File: config.mk
export PLATFORM = sky130hd
export DESIGN_NAME = tlv_stream_parser
export DESIGN_NICKNAME = d
export VERILOG_FILES = /design/src/rtl/tlvsp_pkg.sv /design/src/rtl/tlvsp_core.sv /design/src/rtl/tlvsp_out.sv /design/src/rtl/tlv_stream_parser.sv
export VERILOG_INCLUDE_DIRS = /design/src /design/src/rtl
export SDC_FILE = /design/constraint.sdc
export NUM_CORES = 1
export LEC_CHECK = 0
export BUFFER_PORTS_ARGS = -buffer_cell sky130_fd_sc_hd__buf_4
export CAP_MARGIN = 0
export CORE_MARGIN = 5
export CORE_UTILIZATION = 55
export CTS_CLUSTER_DIAMETER = 120
export DETAILED_ROUTE_END_ITERATION = 10
export PLACE_DENSITY = 0.79
export RECOVER_POWER = 25
export SYNTH_ARGS = -nofsm -noshare
export SYNTH_HDL_FRONTEND = slang
export SYNTH_HIERARCHICAL = 1
export SYNTH_SLANG_ARGS = --single-unit
File: constraint.sdc
create_clock -name aclk -period 7.2 [get_ports aclk]
set_clock_uncertainty 0.05 [all_clocks]
set_input_delay 1.44 -clock aclk [delete_from_list [all_inputs] [get_ports aclk]]
set_output_delay 1.44 -clock aclk [all_outputs]
set_load 0.05 [all_outputs]
File: src/rtl/tlv_stream_parser_defines.svh
// Assertion macros used by the TLV stream parser top level.
`ifndef TLV_STREAM_PARSER_DEFINES_SVH
`define TLV_STREAM_PARSER_DEFINES_SVH

// Clocked assertion, held off while in reset.
`define TLVSP_ASSERT(label, prop, msg) \
    label: assert property (@(posedge aclk) disable iff (!aresetn) (prop)) else $error(msg);

// Same-cycle implication built on the macro above.
`define TLVSP_ASSERT_IMP(label, ante, cons, msg) \
    `TLVSP_ASSERT(label, (ante) |-> (cons), msg)

`endif

File: src/rtl/tlvsp_pkg.sv
// Package: types, codes and constants of the TLV stream parser.
`timescale 1ns / 1ps
`default_nettype none
package tlvsp_pkg;

    localparam int unsigned PADDR_W   = 3;
    localparam int unsigned PDATA_W   = 32;
    localparam logic        CFG_IDX_BIG_ENDIAN = 1'b0;
    localparam logic        BIG_ENDIAN_RESET   = 1'b1;

    localparam logic [15:0] RESERVED_TYPE = 16'hffff;
    localparam logic [1:0]  HEADER_BYTES  = 2'd3; // last header byte index (4 bytes)

    // parse phase codes
    localparam logic [1:0] PH_HEADER  = 2'd0;
    localparam logic [1:0] PH_VALUE   = 2'd1;
    localparam logic [1:0] PH_STOPPED = 2'd2;

    typedef logic [1:0] status_t;
    localparam status_t ST_OK           = 2'd0;
    localparam status_t ST_VALUE_SHORT  = 2'd1;
    localparam status_t ST_RESERVED     = 2'd2;
    localparam status_t ST_HEADER_SHORT = 2'd3;

    typedef struct packed {
        logic        has_byte;
        logic [7:0]  out_byte;
        logic [15:0] record_type;
        logic [15:0] record_length;
        logic [15:0] byte_offset;
        logic        end_of_record;
        status_t     parse_status;
        logic        buffer_done;
    } result_t;

endpackage
`default_nettype wire

File: src/rtl/tlvsp_core.sv
// Input register, parse state and per-byte result logic.
`timescale 1ns / 1ps
`default_nettype none
module tlvsp_core (
    input  wire logic             aclk,
    input  wire logic             aresetn,
    input  wire logic             s_valid,
    output logic                  s_ready,
    input  wire logic [7:0]       s_in_byte,
    input  wire logic             s_last_byte,
    input  wire logic             big_endian,
    input  wire logic             out_free,
    output logic                  res_load,
    output tlvsp_pkg::result_t    res
);
    import tlvsp_pkg::*;

    logic        in_valid_reg, in_valid_next;
    logic [7:0]  in_byte_reg;
    logic        in_last_reg;
    logic        advance;

    logic [1:0]  phase_reg, phase_next;
    logic [1:0]  hcount_reg, hcount_next;
    logic [23:0] hhold_reg, hhold_next;
    logic [15:0] type_reg, type_next;
    logic [15:0] left_reg, left_next;
    logic [15:0] offset_reg, offset_next;
    logic [15:0] length_reg, length_next;

    logic [15:0] hdr_type, hdr_len, left_dec;
    logic        emit;

    assign advance       = in_valid_reg && out_free;
    assign s_ready       = !in_valid_reg || advance;
    assign in_valid_next = (s_valid && s_ready) ? 1'b1 : (advance ? 1'b0 : in_valid_reg);

    always_ff @(posedge aclk) begin
        if (!aresetn) begin
            in_valid_reg <= 1'b0;
        end else begin
            in_valid_reg <= in_valid_next;
        end
        if (s_valid && s_ready) begin
            in_byte_reg <= s_in_byte;
            in_last_reg <= s_last_byte;
        end
    end

    // header fields from the three held bytes and the incoming fourth
    always_comb begin
        if (big_endian) begin
            hdr_type = {hhold_reg[7:0], hhold_reg[15:8]};
            hdr_len  = {hhold_reg[23:16], in_byte_reg};
        end else begin
            hdr_type = {hhold_reg[15:8], hhold_reg[7:0]};
            hdr_len  = {in_byte_reg, hhold_reg[23:16]};
        end
    end

    assign left_dec = left_reg - 16'd1;

    always_comb begin
        phase_next  = phase_reg;
        hcount_next = hcount_reg;
        hhold_next  = hhold_reg;
        type_next   = type_reg;
        left_next   = left_reg;
        offset_next = offset_reg;
        length_next = length_reg;
        emit        = 1'b0;
        res         = '0;
        res.buffer_done = in_last_reg;

        unique case (phase_reg)
            PH_HEADER: begin
                if (hcount_reg != HEADER_BYTES) begin
                    hhold_next  = hhold_reg | ({16'b0, in_byte_reg} << {hcount_reg, 3'b000});
                    hcount_next = hcount_reg + 2'd1;
                    if (in_last_reg) begin
                        emit             = 1'b1;
                        res.parse_status = ST_HEADER_SHORT;
                    end
                end else begin
                    type_next   = hdr_type;
                    length_next = hdr_len;
                    hcount_next = 2'd0;
                    hhold_next  = '0;
                    offset_next = '0;
                    res.record_type   = hdr_type;
                    res.record_length = hdr_len;
                    if (hdr_type == RESERVED_TYPE) begin
                        phase_next       = PH_STOPPED;
                        emit             = 1'b1;
                        res.parse_status = ST_RESERVED;
                    end else if (hdr_len == 16'd0) begin
                        emit              = 1'b1;
                        res.end_of_record = 1'b1;
                    end else begin
                        phase_next = PH_VALUE;
                        left_next  = hdr_len;
                        if (in_last_reg) begin
                            emit             = 1'b1;
                            res.parse_status = ST_VALUE_SHORT;
                        end
                    end
                end
            end
            PH_VALUE: begin
                left_next   = left_dec;
                offset_next = offset_reg + 16'd1;
                emit              = 1'b1;
                res.has_byte      = 1'b1;
                res.out_byte      = in_byte_reg;
                res.record_type   = type_reg;
                res.record_length = length_reg;
                res.byte_offset   = offset_reg;
                if (left_dec == 16'd0) begin
                    res.end_of_record = 1'b1;
                    phase_next        = PH_HEADER;
                end else if (in_last_reg) begin
                    res.parse_status = ST_VALUE_SHORT;
                end
            end
            default: begin
                // stopped, and the unused code
                if (in_last_reg) begin
                    emit              = 1'b1;
                    res.record_type   = RESERVED_TYPE;
                    res.record_length = length_reg;
                    res.parse_status  = ST_RESERVED;
                end
            end
        endcase

        // end of buffer: start afresh
        if (in_last_reg) begin
            phase_next  = PH_HEADER;
            hcount_next = '0;
            hhold_next  = '0;
            type_next   = '0;
            left_next   = '0;
            offset_next = '0;
            length_next = '0;
        end
    end

    assign res_load = advance && emit;

    always_ff @(posedge aclk) begin
        if (!aresetn) begin
            phase_reg  <= PH_HEADER;
            hcount_reg <= '0;
            hhold_reg  <= '0;
            type_reg   <= '0;
            left_reg   <= '0;
            offset_reg <= '0;
            length_reg <= '0;
        end else if (advance) begin
            phase_reg  <= phase_next;
            hcount_reg <= hcount_next;
            hhold_reg  <= hhold_next;
            type_reg   <= type_next;
            left_reg   <= left_next;
            offset_reg <= offset_next;
            length_reg <= length_next;
        end
    end

endmodule
`default_nettype wire

File: src/rtl/tlvsp_out.sv
// Result register between the parse logic and the m_ channel.
`timescale 1ns / 1ps
`default_nettype none
module tlvsp_out (
    input  wire logic                aclk,
    input  wire logic                aresetn,
    input  wire logic                res_load,
    input  wire tlvsp_pkg::result_t  res,
    output logic                     out_free,
    output logic                     m_valid,
    input  wire logic                m_ready,
    output tlvsp_pkg::result_t       m_res
);
    import tlvsp_pkg::*;

    logic    out_valid_reg, out_valid_next;
    result_t out_reg;

    assign out_free       = !out_valid_reg || m_ready;
    assign out_valid_next = res_load ? 1'b1 : (m_ready ? 1'b0 : out_valid_reg);

    always_ff @(posedge aclk) begin
        if (!aresetn) begin
            out_valid_reg <= 1'b0;
        end else begin
            out_valid_reg <= out_valid_next;
        end
        if (res_load) begin
            out_reg <= res;
        end
    end

    assign m_valid = out_valid_reg;
    assign m_res   = out_reg;

endmodule
`default_nettype wire

File: src/rtl/tlv_stream_parser.sv
// Top level of the TLV stream parser: config register, core, result register.
//
//  channel | dir | handshake         | payload
//  --------+-----+-------------------+-------------------------------------------
//  s_      | in  | s_valid/s_ready   | s_in_byte, s_last_byte
//  m_      | out | m_valid/m_ready   | has_byte, out_byte, type, length, offset,
//          |     |                   | end_of_record, parse_status, buffer_done
//  apb     | in  | psel/penable      | paddr, pwdata, prdata (big_endian at 0x0)
//
// One byte per cycle sustained while m_ does not stall; a request is held in
// the input register, and its result goes into the result register as the
// request leaves it, from where it is offered on m_.
// Parse state updates once per byte in the core: a counter, a decrement and
// a compare. The first three header bytes give no result unless they end the
// buffer. Synchronous active-low reset clears both valid flags and the parse
// state; big_endian returns to 1. A stall on m_ holds the input register and
// the parse state, so s_ready drops while a result waits on m_ and the input
// register holds a byte, whether or not that byte gives a result.
`timescale 1ns / 1ps
`default_nettype none
`include "tlv_stream_parser_defines.svh"
module tlv_stream_parser (
    input  wire logic                           aclk,
    input  wire logic                           aresetn,
    // input bytes
    input  wire logic                           s_valid,
    output logic                                s_ready,
    input  wire logic [7:0]                     s_in_byte,
    input  wire logic                           s_last_byte,
    // results
    output logic                                m_valid,
    input  wire logic                           m_ready,
    output logic                                m_has_byte,
    output logic [7:0]                          m_out_byte,
    output logic [15:0]                         m_record_type,
    output logic [15:0]                         m_record_length,
    output logic [15:0]                         m_byte_offset,
    output logic                                m_end_of_record,
    output logic [1:0]                          m_parse_status,
    output logic                                m_buffer_done,
    // configuration
    input  wire logic                           psel,
    input  wire logic                           penable,
    input  wire logic                           pwrite,
    input  wire logic [tlvsp_pkg::PADDR_W-1:0]  paddr,
    input  wire logic [tlvsp_pkg::PDATA_W-1:0]  pwdata,
    output logic [tlvsp_pkg::PDATA_W-1:0]       prdata,
    output logic                                pready
);
    import tlvsp_pkg::*;

    logic    big_endian_reg, big_endian_next;
    logic    cfg_hit;
    logic    out_free;
    logic    res_load;
    result_t res;
    result_t m_res;

    // ---- configuration register ----
    // Only register index 0 decodes; word offsets beyond it are ignored.
    assign pready  = 1'b1;
    assign cfg_hit = (paddr[PADDR_W-1] == CFG_IDX_BIG_ENDIAN);
    assign big_endian_next = (psel && penable && pwrite && cfg_hit) ? pwdata[0]
                                                                     : big_endian_reg;

    always_ff @(posedge aclk) begin
        if (!aresetn) begin
            big_endian_reg <= BIG_ENDIAN_RESET;
        end else begin
            big_endian_reg <= big_endian_next;
        end
    end

    assign prdata = cfg_hit ? {{(PDATA_W-1){1'b0}}, big_endian_reg} : '0;

    // ---- parse core: input register plus per-byte state update ----
    tlvsp_core u_core (
        .aclk        (aclk),
        .aresetn     (aresetn),
        .s_valid     (s_valid),
        .s_ready     (s_ready),
        .s_in_byte   (s_in_byte),
        .s_last_byte (s_last_byte),
        .big_endian  (big_endian_reg),
        .out_free    (out_free),
        .res_load    (res_load),
        .res         (res)
    );

    // ---- result register ----
    tlvsp_out u_out (
        .aclk     (aclk),
        .aresetn  (aresetn),
        .res_load (res_load),
        .res      (res),
        .out_free (out_free),
        .m_valid  (m_valid),
        .m_ready  (m_ready),
        .m_res    (m_res)
    );

    assign m_has_byte      = m_res.has_byte;
    assign m_out_byte      = m_res.out_byte;
    assign m_record_type   = m_res.record_type;
    assign m_record_length = m_res.record_length;
    assign m_byte_offset   = m_res.byte_offset;
    assign m_end_of_record = m_res.end_of_record;
    assign m_parse_status  = m_res.parse_status;
    assign m_buffer_done   = m_res.buffer_done;

    // ---- assertions ----
    // a free result register must never hold back the input side
    `TLVSP_ASSERT_IMP(a_no_needless_stall, (!m_valid || m_ready), s_ready, "input stalled while output free")
    // value bytes only come with ok or value-short status
    `TLVSP_ASSERT_IMP(a_byte_status, (m_valid && m_has_byte), (m_parse_status == ST_OK || m_parse_status == ST_VALUE_SHORT), "value byte with stop status")
    // header cut short only ever ends a buffer
    `TLVSP_ASSERT_IMP(a_hdr_short_done, (m_valid && m_parse_status == ST_HEADER_SHORT), m_buffer_done, "header short without buffer end")
    // results without a byte carry zero byte and offset
    `TLVSP_ASSERT_IMP(a_empty_result, (m_valid && !m_has_byte), (m_out_byte == 8'd0 && m_byte_offset == 16'd0), "byte-less result carries data")

endmodule
`default_nettype wire

## After elaboration in Yosys (flattened, before gate mapping)

Index checks and enable logic that the tools add are counted.

| cells by class | value |
|---|---|
| multiplexer cells | 55 |
| equal/unequal tests | 9 |
| shift-type cells | 1 |
| bitwise gates (word level) | 2 |
| add/subtract/negate cells | 3 |
| reduce and logical (&&, ||, !) cells | 22 |

Operators with widths:

| kind | count |
|---|---|
| 16-bit two-way mux | 14 |
| 24-bit two-way mux | 3 |
| 32-bit two-way mux | 2 |
| 16-bit case mux with 2 select lines | 2 |
| 32-bit case mux with 2 select lines | 1 |
| 16-bit zero test | 2 |
| 2-bit two-way mux | 13 |
| 24-bit bitwise OR | 1 |
| 8-bit by 5-bit << shifter with 24-bit output | 1 |
| 16-bit by 1-bit adder with 16-bit output, second input constant | 1 |
| 16-bit == test, second input constant | 1 |
| 16-bit by 1-bit subtractor with 16-bit output, second input constant | 1 |
| 1-bit two-way mux | 15 |
| 5-bit AND reduction | 2 |
| 9-bit two-way mux | 1 |
| 3-bit by 2-bit != test with 1-bit output, second input constant | 3 |
| 2-bit case mux with 2 select lines | 2 |
| 1-bit logical AND | 6 |
| 3-bit AND reduction | 2 |
| 2-bit nonzero test | 3 |
| 4-bit by 2-bit != test with 1-bit output, second input constant | 1 |
| 1-bit case mux with 2 select lines | 2 |
| 3-bit by 1-bit != test with 1-bit output, second input constant | 1 |
| 3-bit nonzero test | 1 |
| 9 further kinds | 11 |

| word-level totals | value |
|---|---|
| output and inout bits | 96 |
| input port bits | 51 |
| bits in registers | 165 |

## Longest topological paths before layout

Gate-level depths: netlist (run 1).

| depth | value |
|---|---|
| depth after elaboration | 8 |
| depth in mapped cells | 9 |

## Cells and area by module

Netlist (run 1), hierarchy kept.

Modules (own cells, without submodules):

| module | area each (µm²) | cells each | instances |
|---|---|---|---|
| tlvsp_core | 5318.9 | 658 | 1 |
| tlvsp_out | 1880.6 | 65 | 1 |
| tlv_stream_parser | 320.3 | 40 | 1 |

## Least setup slack after synthesis (run 1)

Ideal clock, no wire load.

| timing path | value |
|---|---|
| path type | in2reg |
| start point | in m_ready |
| end point | reg u_out.out_reg, in the netlist u_out/m_res[0], enable pin |
| required time | 6.646 ns |
| library setup time | 0.504 ns |
| path slack | 1.951 ns |
| data arrival time | 4.695 ns |
| cell stages on the path | 3 |
| cells stage by stage | nand2b_4 -> nand2_1 -> a21oi_1 |

| between the ends | value |
|---|---|
| word-level cells in the longest chain between the ends | 3 |

Ends and longest elaborated chain:

| item | RTL line | source |
|---|---|---|
| start: declaration | tlv_stream_parser.sv:32 | `input wire logic m_ready,` |
| 1-bit logical OR | tlvsp_out.sv:19 | `assign out_free = !out_valid_reg \|\| m_ready;` |
| 1-bit logical AND | tlvsp_core.sv:34 | `assign advance = in_valid_reg && out_free;` |
| 1-bit logical AND | tlvsp_core.sv:148 | `assign res_load = advance && emit;` |
| named net res_load | tlv_stream_parser.sv:55 | `logic res_load;` |
| end signal: assignment | tlvsp_out.sv:29 | `out_reg <= res;` |
| end: declaration | tlvsp_out.sv:17 | `result_t out_reg;` |

The timed path passes the listed nets, and every way through them passes these cells.
A chain may end at the register's enable or synchronous reset.

## Worst setup path in the final report (run 1)

| timing path | value |
|---|---|
| start point | reg big_endian_reg |
| end point | reg u_out.out_reg, in the netlist u_out/m_res[28], enable pin |

| between the ends | value |
|---|---|
| word-level cells in the longest chain between the ends | 7 |
| elaborated cells on any way between the ends | 9 |
| classes of those cells | 1 x eq/ne; 6 x mux; 2 x reduce/logical |

Ends and longest elaborated chain:

| item | RTL line | source |
|---|---|---|
| start: declaration | tlv_stream_parser.sv:52 | `logic big_endian_reg, big_endian_next;` |
| start signal: assignment | tlv_stream_parser.sv:70 | `big_endian_reg <= big_endian_next;` |
| 16-bit two-way mux | tlvsp_core.sv:52 | `if (big_endian) begin` |
| 16-bit zero test | tlvsp_core.sv:96 | `end else if (hdr_len == 16'd0) begin` |
| 1-bit two-way mux | tlvsp_core.sv:96 |  |
| 1-bit two-way mux * | tlvsp_core.sv:92 | `if (hdr_type == RESERVED_TYPE) begin` |
| 1-bit two-way mux * | tlvsp_core.sv:77 | `if (hcount_reg != HEADER_BYTES) begin` |
| 1-bit case mux with 2 select lines * | tlvsp_core.sv:75 | `unique case (phase_reg)` |
| 1-bit logical AND * | tlvsp_core.sv:148 |  |
| named net res_load | tlv_stream_parser.sv:55 |  |

Mark *: on every way through the listed nets, which the timed path passes. The rest lies on a longest branch.

==> flow_metrics.env, run 1 <==
export IMPL_holdPathStages=2
export IMPL_layout_commonest_cell="dfxtp_1"
export IMPL_drc=0
export IMPL_routed_via_density=5.816
export IMPL_max_cap_violations=0
export IMPL_crit_chain="mux2i_1 > nand3_1 > nor4_1 > o21ai_0 > a21oi_4 > buf_16 > buf_4"
export IMPL_pwr_share_clk_pct=42.8
export IMPL_place_area_mm2=0.008053
export IMPL_initial_core_util_pct=56.34
export IMPL_dp_hpwl_um=11960
export IMPL_p_int_mw=1.545
export IMPL_swShare_pct=24.61
export IMPL_synthFlopType="dfxtp_1"
export IMPL_status="completed"
export IMPL_grt_pass1_vias=5619
export IMPL_synth_top_area_share_pct=27.95
export IMPL_cts_resized=0
export IMPL_stdcell_area_mm2=0.008461
export IMPL_synth_seq_cells=165
export IMPL_ir_drop_mv=0.1646
export IMPL_vias=5874
export IMPL_cts_buffer_depth=2
export IMPL_p_leak_nw=3.186
export IMPL_die_y_um=126.9
export IMPL_critPathRequiredTime_ps=7250
export IMPL_ant_nets=0
export IMPL_slowest_delay_ps=1040
export IMPL_crit_path_max_fanout=42
export IMPL_cts_clk_slew_worst_paths_ps=60
export IMPL_final_cell_mix="94 x dfxtp_1, 75 x o21ai_0, 73 x nor2_1"
export IMPL_critPathCaptureType="register"
export IMPL_nFillCells=1103
export IMPL_num_rows=42
export IMPL_hold_start="u_core/type_reg[12]"
export IMPL_track_usage_pct=22.15
export IMPL_cts_sinks=165
export IMPL_worstSetupPathType="register to register"
export IMPL_yosys_top_cells_area="edfxtp_1 28%, dfxtp_1 25%, o21ai_0 4.9%"
export IMPL_wl_per_cell_um=17.54
export IMPL_hp_class="register to register"
export IMPL_finalSetupTns_ps=0
export IMPL_hold_violations=0
export IMPL_crit_family="flip-flops"
export IMPL_cp_buffers_inverters=2
export IMPL_seqPwrFrac_pct=49.1
export IMPL_syn_instance_count=763
export IMPL_synth_distinct_cells=67
export IMPL_clkLatencyLatePin_ps=420
export IMPL_grt_overflow=0
export IMPL_post_cts_setup_buffer_count=0
export IMPL_worstRegToRegCells=7
export IMPL_core_mm2=0.01335
export IMPL_period_minus_slack_ps=4313
export IMPL_drtIter0Drc=697
export IMPL_gp_congestion=0.8642
export IMPL_grt_first_pass_wirelength_um=28510
export IMPL_timing_hold_ws_ps=406.0
export IMPL_drive_above_1_share_pct=10.19
export IMPL_dieArea_mm2=0.01611
export IMPL_post_place_ws_ps=2650
export IMPL_drt_total_wl_um=17720
export IMPL_nets=876
export IMPL_fmax_ghz=0.2319
export IMPL_synth_warnings=6
export IMPL_r2r_start="big_endian_reg"
export IMPL_p_total_mw=2.050
export IMPL_portBuffers=81
export IMPL_io_pins=147
export IMPL_slowest_stage="dfxtp_2"
export IMPL_startpoint="big_endian_reg"
export IMPL_drtPass1Iterations=6
export IMPL_reg2reg_slack_ps=2890
export IMPL_h_tree_depth=4
export IMPL_setup_ws_ps=2887
export IMPL_cts_hold_buf=0
export IMPL_area_growth_pct=12.51
export IMPL_min_period_over_period_pct=59.90
export IMPL_worst_pin_slew_ps=1186
export IMPL_grt_max_degree=62
export IMPL_largest_register_ffs=61
export IMPL_critPathArrivalTime_ps=4360
export IMPL_grt_setup_unrepaired="no"
export IMPL_async_flop_share_pct=0
export IMPL_synth_area_mm2=0.007520
export IMPL_diodes=0
export IMPL_hold_end="u_core/type_reg[12]"
export IMPL_ys_seq_area_share_pct=53.24
export IMPL_slew_headroom_pct=20.91
export IMPL_cts_buffers=17
export IMPL_synth_top_area_cell="edfxtp_1"
export IMPL_maxSlewViolCount=0
export IMPL_synth_edff_count=70
export IMPL_grt_antenna_before_repair=0
export IMPL_start_kind="register"
export IMPL_r2r_end="u_out/m_res[28]"
export IMPL_switchingPower_uw=504.4
export IMPL_power_density_mw_per_mm2=242.3
export IMPL_cts_root_buf="clkbuf_16"
export IMPL_die_width_um=126.9
export IMPL_syn_avg_cell_area_um2=9.855
export IMPL_cts_tree="built"
export IMPL_pwr_share_comb_pct=8.1
export IMPL_setup_viol=0
worst register-to-register path: cells and delay by family, from the launching register on:
kind                   cells  cell delay, ps
AOI/OAI and AO/OA          2             990
buffers and inverters      2             560
DFF                        1            1040
muxes                      1             550
and+or+nand+nor            2             790
area by class of cell:
class | instances | area, um2 | area share (%)
sequential | 165 | 4005 | 47.34
timing repair buffer | 86 | 478.0 | 5.649
clock inverter | 12 | 128.9 | 1.523
tap | 176 | 220.2 | 2.603
clock buffer | 20 | 446.7 | 5.280
inverter | 7 | 26.28 | 0.3106
multi-input combinational | 544 | 3156 | 37.30
Yosys cell counts, types with 4 or more instances:
cell,count
a21oi_1,63
and2_1,32
buf_2,6
buf_4,34
buf_6,4
clkbuf_1,32
dfxtp_1,95
edfxtp_1,70
ha_1,4
inv_1,5
mux2i_1,33
nand2_1,72
nand2b_1,7
nand3_1,19
nand3b_1,4
nand4_1,11
nor2_1,73
nor2b_1,7
nor3_1,12
nor4_1,5
o21ai_0,73
o21ai_1,5
o31ai_1,7
or3_1,5
xnor2_1,7
xor2_1,15
power by group through the flow:
stage / Combinational, mW / Clock, mW / Sequential (mW)
detailed placement: 0.169 / 0 / 1.03
floorplan: 0.117 / 0 / 1.05
global route: 0.176 / 0.937 / 1.01
CTS: 0.169 / 0.889 / 1.01
global placement: 0.165 / 0 / 1.02
finish: 0.166 / 0.877 / 1.01
worst max-delay path by stage:
stage / endpoint / cells past startpoint
after CTS: u_out/m_res[22] / 6
after global placement: u_out/m_res[45] / 6
after global routing: u_out/m_res[28] / 7
after floorplan: u_out/m_res[0] / 3
final: u_out/m_res[28] / 7
after detailed placement: u_out/m_res[22] / 6
layer usage:
metal	share of wire [%]	track usage, %
met3	8.9	5.717
met4	3.1	10.98
met5	0	0
met2	46	34.31
met1	42	28.92
through the flow:
step | utilization, % | instances
final | 63.39 | 1010
after detailed placement | 60.33 | 977
after global placement | 60.33 | 977
after CTS | 64.64 | 1009
after floorplan | - | 793
after global routing | 63.39 | 1010
cell families after synthesis:
| group | synth area share (%) |
|---|---|
| buffers and inverters | 6.389 |
| other | 0.09987 |
| XOR/XNOR | 2.562 |
| flip-flops | 53.24 |
| AND/OR/NAND/NOR | 18.34 |
| AO/OA/AOI/OAI | 14.01 |
| adder cells (fa/ha/maj) | 0.6656 |
| multiplexers | 4.692 |
(Power assumes the default switching activity.)
==> run 2, diff against run 1 <==
--- a/config.mk
+++ b/config.mk
@@ -9,10 +9,10 @@
 export BUFFER_PORTS_ARGS = -buffer_cell sky130_fd_sc_hd__buf_4
 export CAP_MARGIN = 0
 export CORE_MARGIN = 5
-export CORE_UTILIZATION = 55
+export CORE_UTILIZATION = 50
 export CTS_CLUSTER_DIAMETER = 120
 export DETAILED_ROUTE_END_ITERATION = 10
-export PLACE_DENSITY = 0.79
+export PLACE_DENSITY = 0.75
 export RECOVER_POWER = 25
 export SYNTH_ARGS = -nofsm -noshare
 export SYNTH_HDL_FRONTEND = slang
==> constraint.sdc (replaced) <==
create_clock -name aclk -period 3.5 [get_ports aclk]
set_clock_uncertainty 0.05 [all_clocks]
set_input_delay 0.7 -clock aclk [delete_from_list [all_inputs] [get_ports aclk]]
set_output_delay 0.7 -clock aclk [all_outputs]
set_load 0.05 [all_outputs]
==> run 2 against run 1 <==
Net effect: worst setup slack got worse by 2200 ps; sequential power grew 100%; power increased by 100%; via count shrank 2.6%; register-to-register slack got worse by 2200 ps; utilization is 4.9 points lower; die area up 9.2%; largest power group unchanged; highest routed layer unchanged.
==> flow_metrics.env, run 2 (synthesized netlist as in run 1, its figures left out) <==
export IMPL_critPathRequiredTime_ps=3790
export IMPL_setup_viol=0
export IMPL_grt_antenna_before_repair=0
export IMPL_r2r_end="u_core/left_reg[2]"
export IMPL_grt_max_degree=53
export IMPL_worstSetupPathType="register to register"
export IMPL_cts_resized=0
export IMPL_diodes=0
export IMPL_grt_busiest_layer="met2"
export IMPL_reg2reg_slack_ps=710
export IMPL_io_pins=147
export IMPL_fmax_ghz=0.3585
export IMPL_worst_pin_slew_ps=1177
export IMPL_critPathCaptureType="register"
export IMPL_grt_first_pass_wirelength_um=27270
export IMPL_post_cts_setup_buffer_count=0
export IMPL_largest_register_ffs=61
export IMPL_wl_per_cell_um=16.20
export IMPL_startpoint="u_core/phase_reg[1]"
export IMPL_cts_clk_slew_worst_paths_ps=60
export IMPL_cts_buffers=17
export IMPL_worstRegToRegCells=8
export IMPL_critPathArrivalTime_ps=3080
export IMPL_grt_pass1_vias=5360
export IMPL_crit_end="u_core/left_reg[2]"
export IMPL_power_density_mw_per_mm2=487.2
export IMPL_status="completed"
export IMPL_final_util_pct=58.44
export IMPL_cts_buffer_depth=2
export IMPL_portBuffers=81
export IMPL_cts_root_buf="clkbuf_16"
export IMPL_die_width_um=132.6
export IMPL_crit_path_max_fanout=24
export IMPL_ant_nets=0
export IMPL_start_kind="register"
export IMPL_routed_via_density=5.545
export IMPL_p_leak_nw=3.236
export IMPL_drt_total_wl_um=16720
export IMPL_slew_headroom_pct=21.53
export IMPL_r2r_start="u_core/phase_reg[1]"
export IMPL_drc=0
export IMPL_nets=890
export IMPL_gr_usage_met1_pct=26.52
export IMPL_period_minus_slack_ps=2789
export IMPL_maxSlewViolCount=0
export IMPL_drtIter0Drc=433
export IMPL_drtPass1Iterations=6
export IMPL_initial_core_util_pct=51.35
export IMPL_drive_above_1_share_pct=11.79
export IMPL_finalSetupTns_ps=0
export IMPL_clkLatencyLatePin_ps=430
export IMPL_min_period_over_period_pct=79.69
export IMPL_layout_commonest_cell="dfxtp_1"
export IMPL_vias=5722
export IMPL_stdcell_area_mm2=0.008558
export IMPL_area_growth_pct=13.81
export IMPL_grt_setup_unrepaired="no"
export IMPL_track_usage_pct=19.16
export IMPL_use_met2_pct=29.27
export IMPL_grt_overflow=0
export IMPL_grt_use_met3_pct=4.670
export IMPL_ir_drop_mv=0.3304
export IMPL_num_rows=44
export IMPL_dieArea_mm2=0.01759
export IMPL_cts_hold_buf=0
export IMPL_h_tree_depth=4
export IMPL_gp_congestion=0.8850
export IMPL_hp_class="register to register"
export IMPL_cts_tree="built"
export IMPL_max_cap_violations=0
export IMPL_core_mm2=0.01464
export IMPL_final_cell_mix="94 x dfxtp_1, 74 x o21ai_0, 73 x nor2_1"
export IMPL_place_area_mm2=0.008188
export IMPL_cts_sinks=165
export IMPL_die_y_um=132.6
export IMPL_hold_violations=0
export IMPL_dp_hpwl_um=11480
==> run 2: cell types whose count changed in the layout (fill, tap and decap cells not counted), sizes merged <==
cell	before	now
clkinvlp	2	3
buf	26	38
clkinv	7	8
clkbuf	80	79
inv	8	11
bufinv	2	0
==> run 2: how the worst min path moves through the flow <==
stage | from | end | slack [ps] | depth (start not counted)
5_1_grt | s_in_byte[1] | u_core/in_byte_reg[1] | 400 | 1
3_5_place_dp | u_core/length_reg[0] | u_core/length_reg[0] | 390 | 2
3_3_place_gp | u_core/length_reg[0] | u_core/length_reg[0] | 380 | 2
4_1_cts | s_in_byte[1] | u_core/in_byte_reg[1] | 380 | 1
2_1_floorplan | u_core/length_reg[0] | u_core/length_reg[0] | 370 | 2
6_report | u_core/length_reg[10] | u_core/length_reg[10] | 400 | 2
==> run 2: report_power, final <==
part / switching (mW) / total (mW) / internal [mW]
combinational: 0.264 / 0.344 / 0.0803
sequential: 0.0313 / 2.06 / 2.03
clock: 0.822 / 1.76 / 0.939
==> run 2: stage by stage <==
step                      setup slack [ps]  total power [mW]  hold slack (ps)  std cells
after floorplan                      397.8             2.397            374.9        793
after global placement               885.6             2.458            383.1       1000
after detailed placement             802.0             2.462            391.9       1000
after CTS                            787.2             4.221            375.9       1032
after global routing                 491.5             4.323            398.9       1032
final                                710.8             4.169            401.9       1032
==> run 2: worst max-delay path: stages, from the launching register on <==
cell	delay [ps]
dfxtp_1	500
nand2b_1	150
clkbuf_1	700
inv_2	320
buf_4	320
nor2_1	160
a21oi_1	50
or3_1	320
a21oi_1	120
==> run 2: per-layer routing <==
metal / wire length (um) / vias up
met3: 1246 / 22
met2: 7545 / 207
met4: 247 / 0
met5: 0 / -
li1: - / 2792
met1: 7682 / 2701
==> run 2: layout make-up <==
class / count / area [um2]
well taps: 184 / 230.2
clock buffers: 17 / 425.4
clock inverters: 15 / 147.6
inverters: 7 / 26.28
multi-input cells: 544 / 3156
flip-flops and latches: 165 / 4005
fillers: 1289 / 6086
repair buffers: 100 / 568.0
==> run 3, diff against run 2 <==
--- a/config.mk
+++ b/config.mk
@@ -6,13 +6,14 @@
 export SDC_FILE = /design/constraint.sdc
 export NUM_CORES = 1
 export LEC_CHECK = 0
+export ABC_AREA = 1
 export BUFFER_PORTS_ARGS = -buffer_cell sky130_fd_sc_hd__buf_4
 export CAP_MARGIN = 0
 export CORE_MARGIN = 5
-export CORE_UTILIZATION = 50
+export CORE_UTILIZATION = 56
 export CTS_CLUSTER_DIAMETER = 120
 export DETAILED_ROUTE_END_ITERATION = 10
-export PLACE_DENSITY = 0.75
+export PLACE_DENSITY = 0.8
 export RECOVER_POWER = 25
 export SYNTH_ARGS = -nofsm -noshare
 export SYNTH_HDL_FRONTEND = slang
==> constraint.sdc (replaced) <==
create_clock -name aclk -period 2.77 [get_ports aclk]
set_clock_uncertainty 0.05 [all_clocks]
set_input_delay 0.554 -clock aclk [delete_from_list [all_inputs] [get_ports aclk]]
set_output_delay 0.554 -clock aclk [all_outputs]
set_load 0.05 [all_outputs]
==> run 3 against run 2 <==
Net effect: worst setup slack got worse by 440 ps; synthesized area rose by 1.7%; power rose by 43%; global-route usage rose by 3.4 points; non-clock buffer count fell by 7; synthesized cell count rose by 20%; maximum frequency rose by 12%; register-to-register slack got worse by 440 ps; die area fell by 8.5%.
==> flow_metrics.env, run 3 <==
export IMPL_drtIter0Drc=691
export IMPL_stdcell_area_mm2=0.008811
export IMPL_slew_headroom_pct=7.986
export IMPL_r2r_start="big_endian_reg"
export IMPL_setup_viol=0
export IMPL_regArea_mm2=0.004005
export IMPL_synth_distinct_cells=42
export IMPL_r2r_end="u_out/m_res[35]"
export IMPL_max_cap_violations=0
export IMPL_portBuffers=81
export IMPL_final_cell_mix="155 x nand2_1, 139 x inv_1, 115 x nor2_1"
export IMPL_cts_hold_buf=0
export IMPL_synth_edff_count=70
export IMPL_drt_total_wl_um=17850
export IMPL_yosys_top_cells_count="155 x nand2_1, 139 x inv_1, 113 x nor2_1"
export IMPL_clkLatencyLatePin_ps=440
export IMPL_ir_drop_mv=0.4413
export IMPL_maxSlewViolCount=0
export IMPL_grt_antenna_before_repair=0
export IMPL_setup_ws_ps=271.2
export IMPL_ant_nets=0
export IMPL_yosys_top_cells_area="edfxtp_1 27%, dfxtp_1 25%, nand2_1 7.6%"
export IMPL_cts_buffers=17
export IMPL_critPathArrivalTime_ps=2570
export IMPL_worstRegToRegCells=10
export IMPL_h_tree_depth=4
export IMPL_cts_clk_slew_worst_paths_ps=60
export IMPL_dpl_cell_count=1151
export IMPL_io_pins=147
export IMPL_status="completed"
export IMPL_largest_register_ffs=61
export IMPL_post_place_ws_ps=310.8
export IMPL_start_kind="register"
export IMPL_post_cts_setup_buffer_count=0
export IMPL_cts_resized=0
export IMPL_synth_seq_cells=165
export IMPL_drc=0
export IMPL_startpoint="big_endian_reg"
export IMPL_grt_setup_unrepaired="no"
export IMPL_fmax_ghz=0.4002
export IMPL_min_period_over_period_pct=90.21
export IMPL_multi_input_area_mm2=0.002793
export IMPL_grt_max_degree=65
export IMPL_dieArea_mm2=0.01610
export IMPL_period_minus_slack_ps=2499
export IMPL_track_usage_pct=22.53
export IMPL_cts_root_buf="clkbuf_16"
export IMPL_power_density_mw_per_mm2=677.9
export IMPL_grt_first_pass_wirelength_um=29030
export IMPL_cts_sinks=165
export IMPL_area_growth_pct=15.18
export IMPL_dp_hpwl_um=12050
export IMPL_routed_via_density=5.393
export IMPL_core_mm2=0.01330
export IMPL_die_width_um=126.9
export IMPL_async_flop_share_pct=0
export IMPL_p_total_mw=5.973
export IMPL_nets=1049
export IMPL_crit_path_max_fanout=64
export IMPL_initial_core_util_pct=57.54
export IMPL_cts_tree="built"
export IMPL_worst_pin_slew_ps=1380
export IMPL_synth_top_area_cell="edfxtp_1"
export IMPL_hold_violations=0
export IMPL_vias=6380
export IMPL_crit_end="u_out/m_res[35]"
export IMPL_syn_avg_cell_area_um2=8.324
export IMPL_ys_seq_area_share_pct=52.34
export IMPL_num_rows=42
export IMPL_die_y_um=126.9
export IMPL_p_leak_nw=3.462
export IMPL_syn_instance_count=919
export IMPL_hp_class="primary input to register"
export IMPL_worstSetupPathType="register to register"
export IMPL_reg2reg_slack_ps=270
export IMPL_drtPass1Iterations=5
export IMPL_diodes=0
export IMPL_critPathRequiredTime_ps=2840
export IMPL_layout_commonest_cell="nand2_1"
export IMPL_timing_hold_ws_ps=262.1
export IMPL_synth_area_mm2=0.007650
export IMPL_synthFlopType="dfxtp_1"
export IMPL_drive_above_1_share_pct=11.92
export IMPL_cts_buffer_depth=2
export IMPL_grt_pass1_vias=5897
export IMPL_wl_per_cell_um=15.09
export IMPL_gp_congestion=0.8952
export IMPL_grt_overflow=0
export IMPL_nFillCells=1087
export IMPL_final_cell_count_no_fill=1183
export IMPL_synth_top_area_share_pct=27.48
export IMPL_synth_most_common_cell="nand2_1"
export IMPL_critPathCaptureType="register"
export IMPL_place_area_mm2=0.008307
export IMPL_synth_warnings=6
[run 3: cell types whose count changed in the layout (fill, tap and decap cells not counted), sizes merged, moves of 10 or more]
cell	previous run	this run
and2	32	1
nand2	72	157
xor2	15	3
nand3	21	31
nor2	74	129
buf	38	48
o221ai	0	16
mux2i	33	0
a21oi	63	51
o22ai	0	42
inv	11	145
[run 3: worst min-delay path by stage]
stage	endpoint	depth (start not counted)	startpoint	slack [ps]
after floorplan	u_core/length_reg[12]	2	u_core/length_reg[12]	380
after global placement	u_core/length_reg[13]	2	u_core/length_reg[13]	390
after detailed placement	u_core/length_reg[13]	2	u_core/length_reg[13]	400
after CTS	u_core/in_last_reg	1	s_last_byte	220
after global routing	u_core/in_byte_reg[0]	1	s_in_byte[0]	250
final	u_core/in_byte_reg[4]	1	s_in_byte[4]	260
[run 3: critical path: stages, from the launching register on]
cell and delay, ps:
dfxtp_2 360, buf_12 250, nand2_1 80, o21ai_1 240
nand2_1 120, nor3_2 150, nand3_1 150, a21oi_2 180
nor3_1 90, nor3_4 230, buf_12 240
[run 3: metrics by stage]
step,util (%),TNS [ps]
after detailed placement,62.48,0
after global placement,62.48,0
after global routing,66.27,0
after CTS,67.32,0
after floorplan,-,-31460
final,66.27,0
[run 3: where the power goes]
group          switching, mW  internal, mW  leakage (nW)
logic                  0.631         0.207          1.72
clock network          0.951          1.51         0.322
registers             0.0538          2.62          1.42
[run 3: final cells by class]
class                      instances  share of cell area [%]
clock buffer                      27                   6.845
clock inverter                     5                  0.4544
inverter                         142                   6.078
multi-input combinational        575                   31.70
sequential                       165                   45.46
tap                              176                   2.499
timing repair buffer              93                   6.972
[run 3: cells by family (layout without fill, tap and decap cells)]
group	Yosys count	count (layout)	share of synthesized area, %
AOI/OAI and AO/OA	193	193	14.64
xor gates and xnor gates	4	4	0.4580
adders and majority gates	4	4	0.6543
buffers and inverters	209	267	12.76
DFF	165	165	52.34
other	2	32	0.09817
and+or+nand+nor	342	342	19.05
[run 3: per-layer routing]
metal,global-route usage [%],vias up,share of wire (%)
met5,0,-,0
met1,30.54,2971,44
li1,-,3109,-
met3,5.002,41,7.7
met2,35.34,259,46
met4,8.896,0,2.6
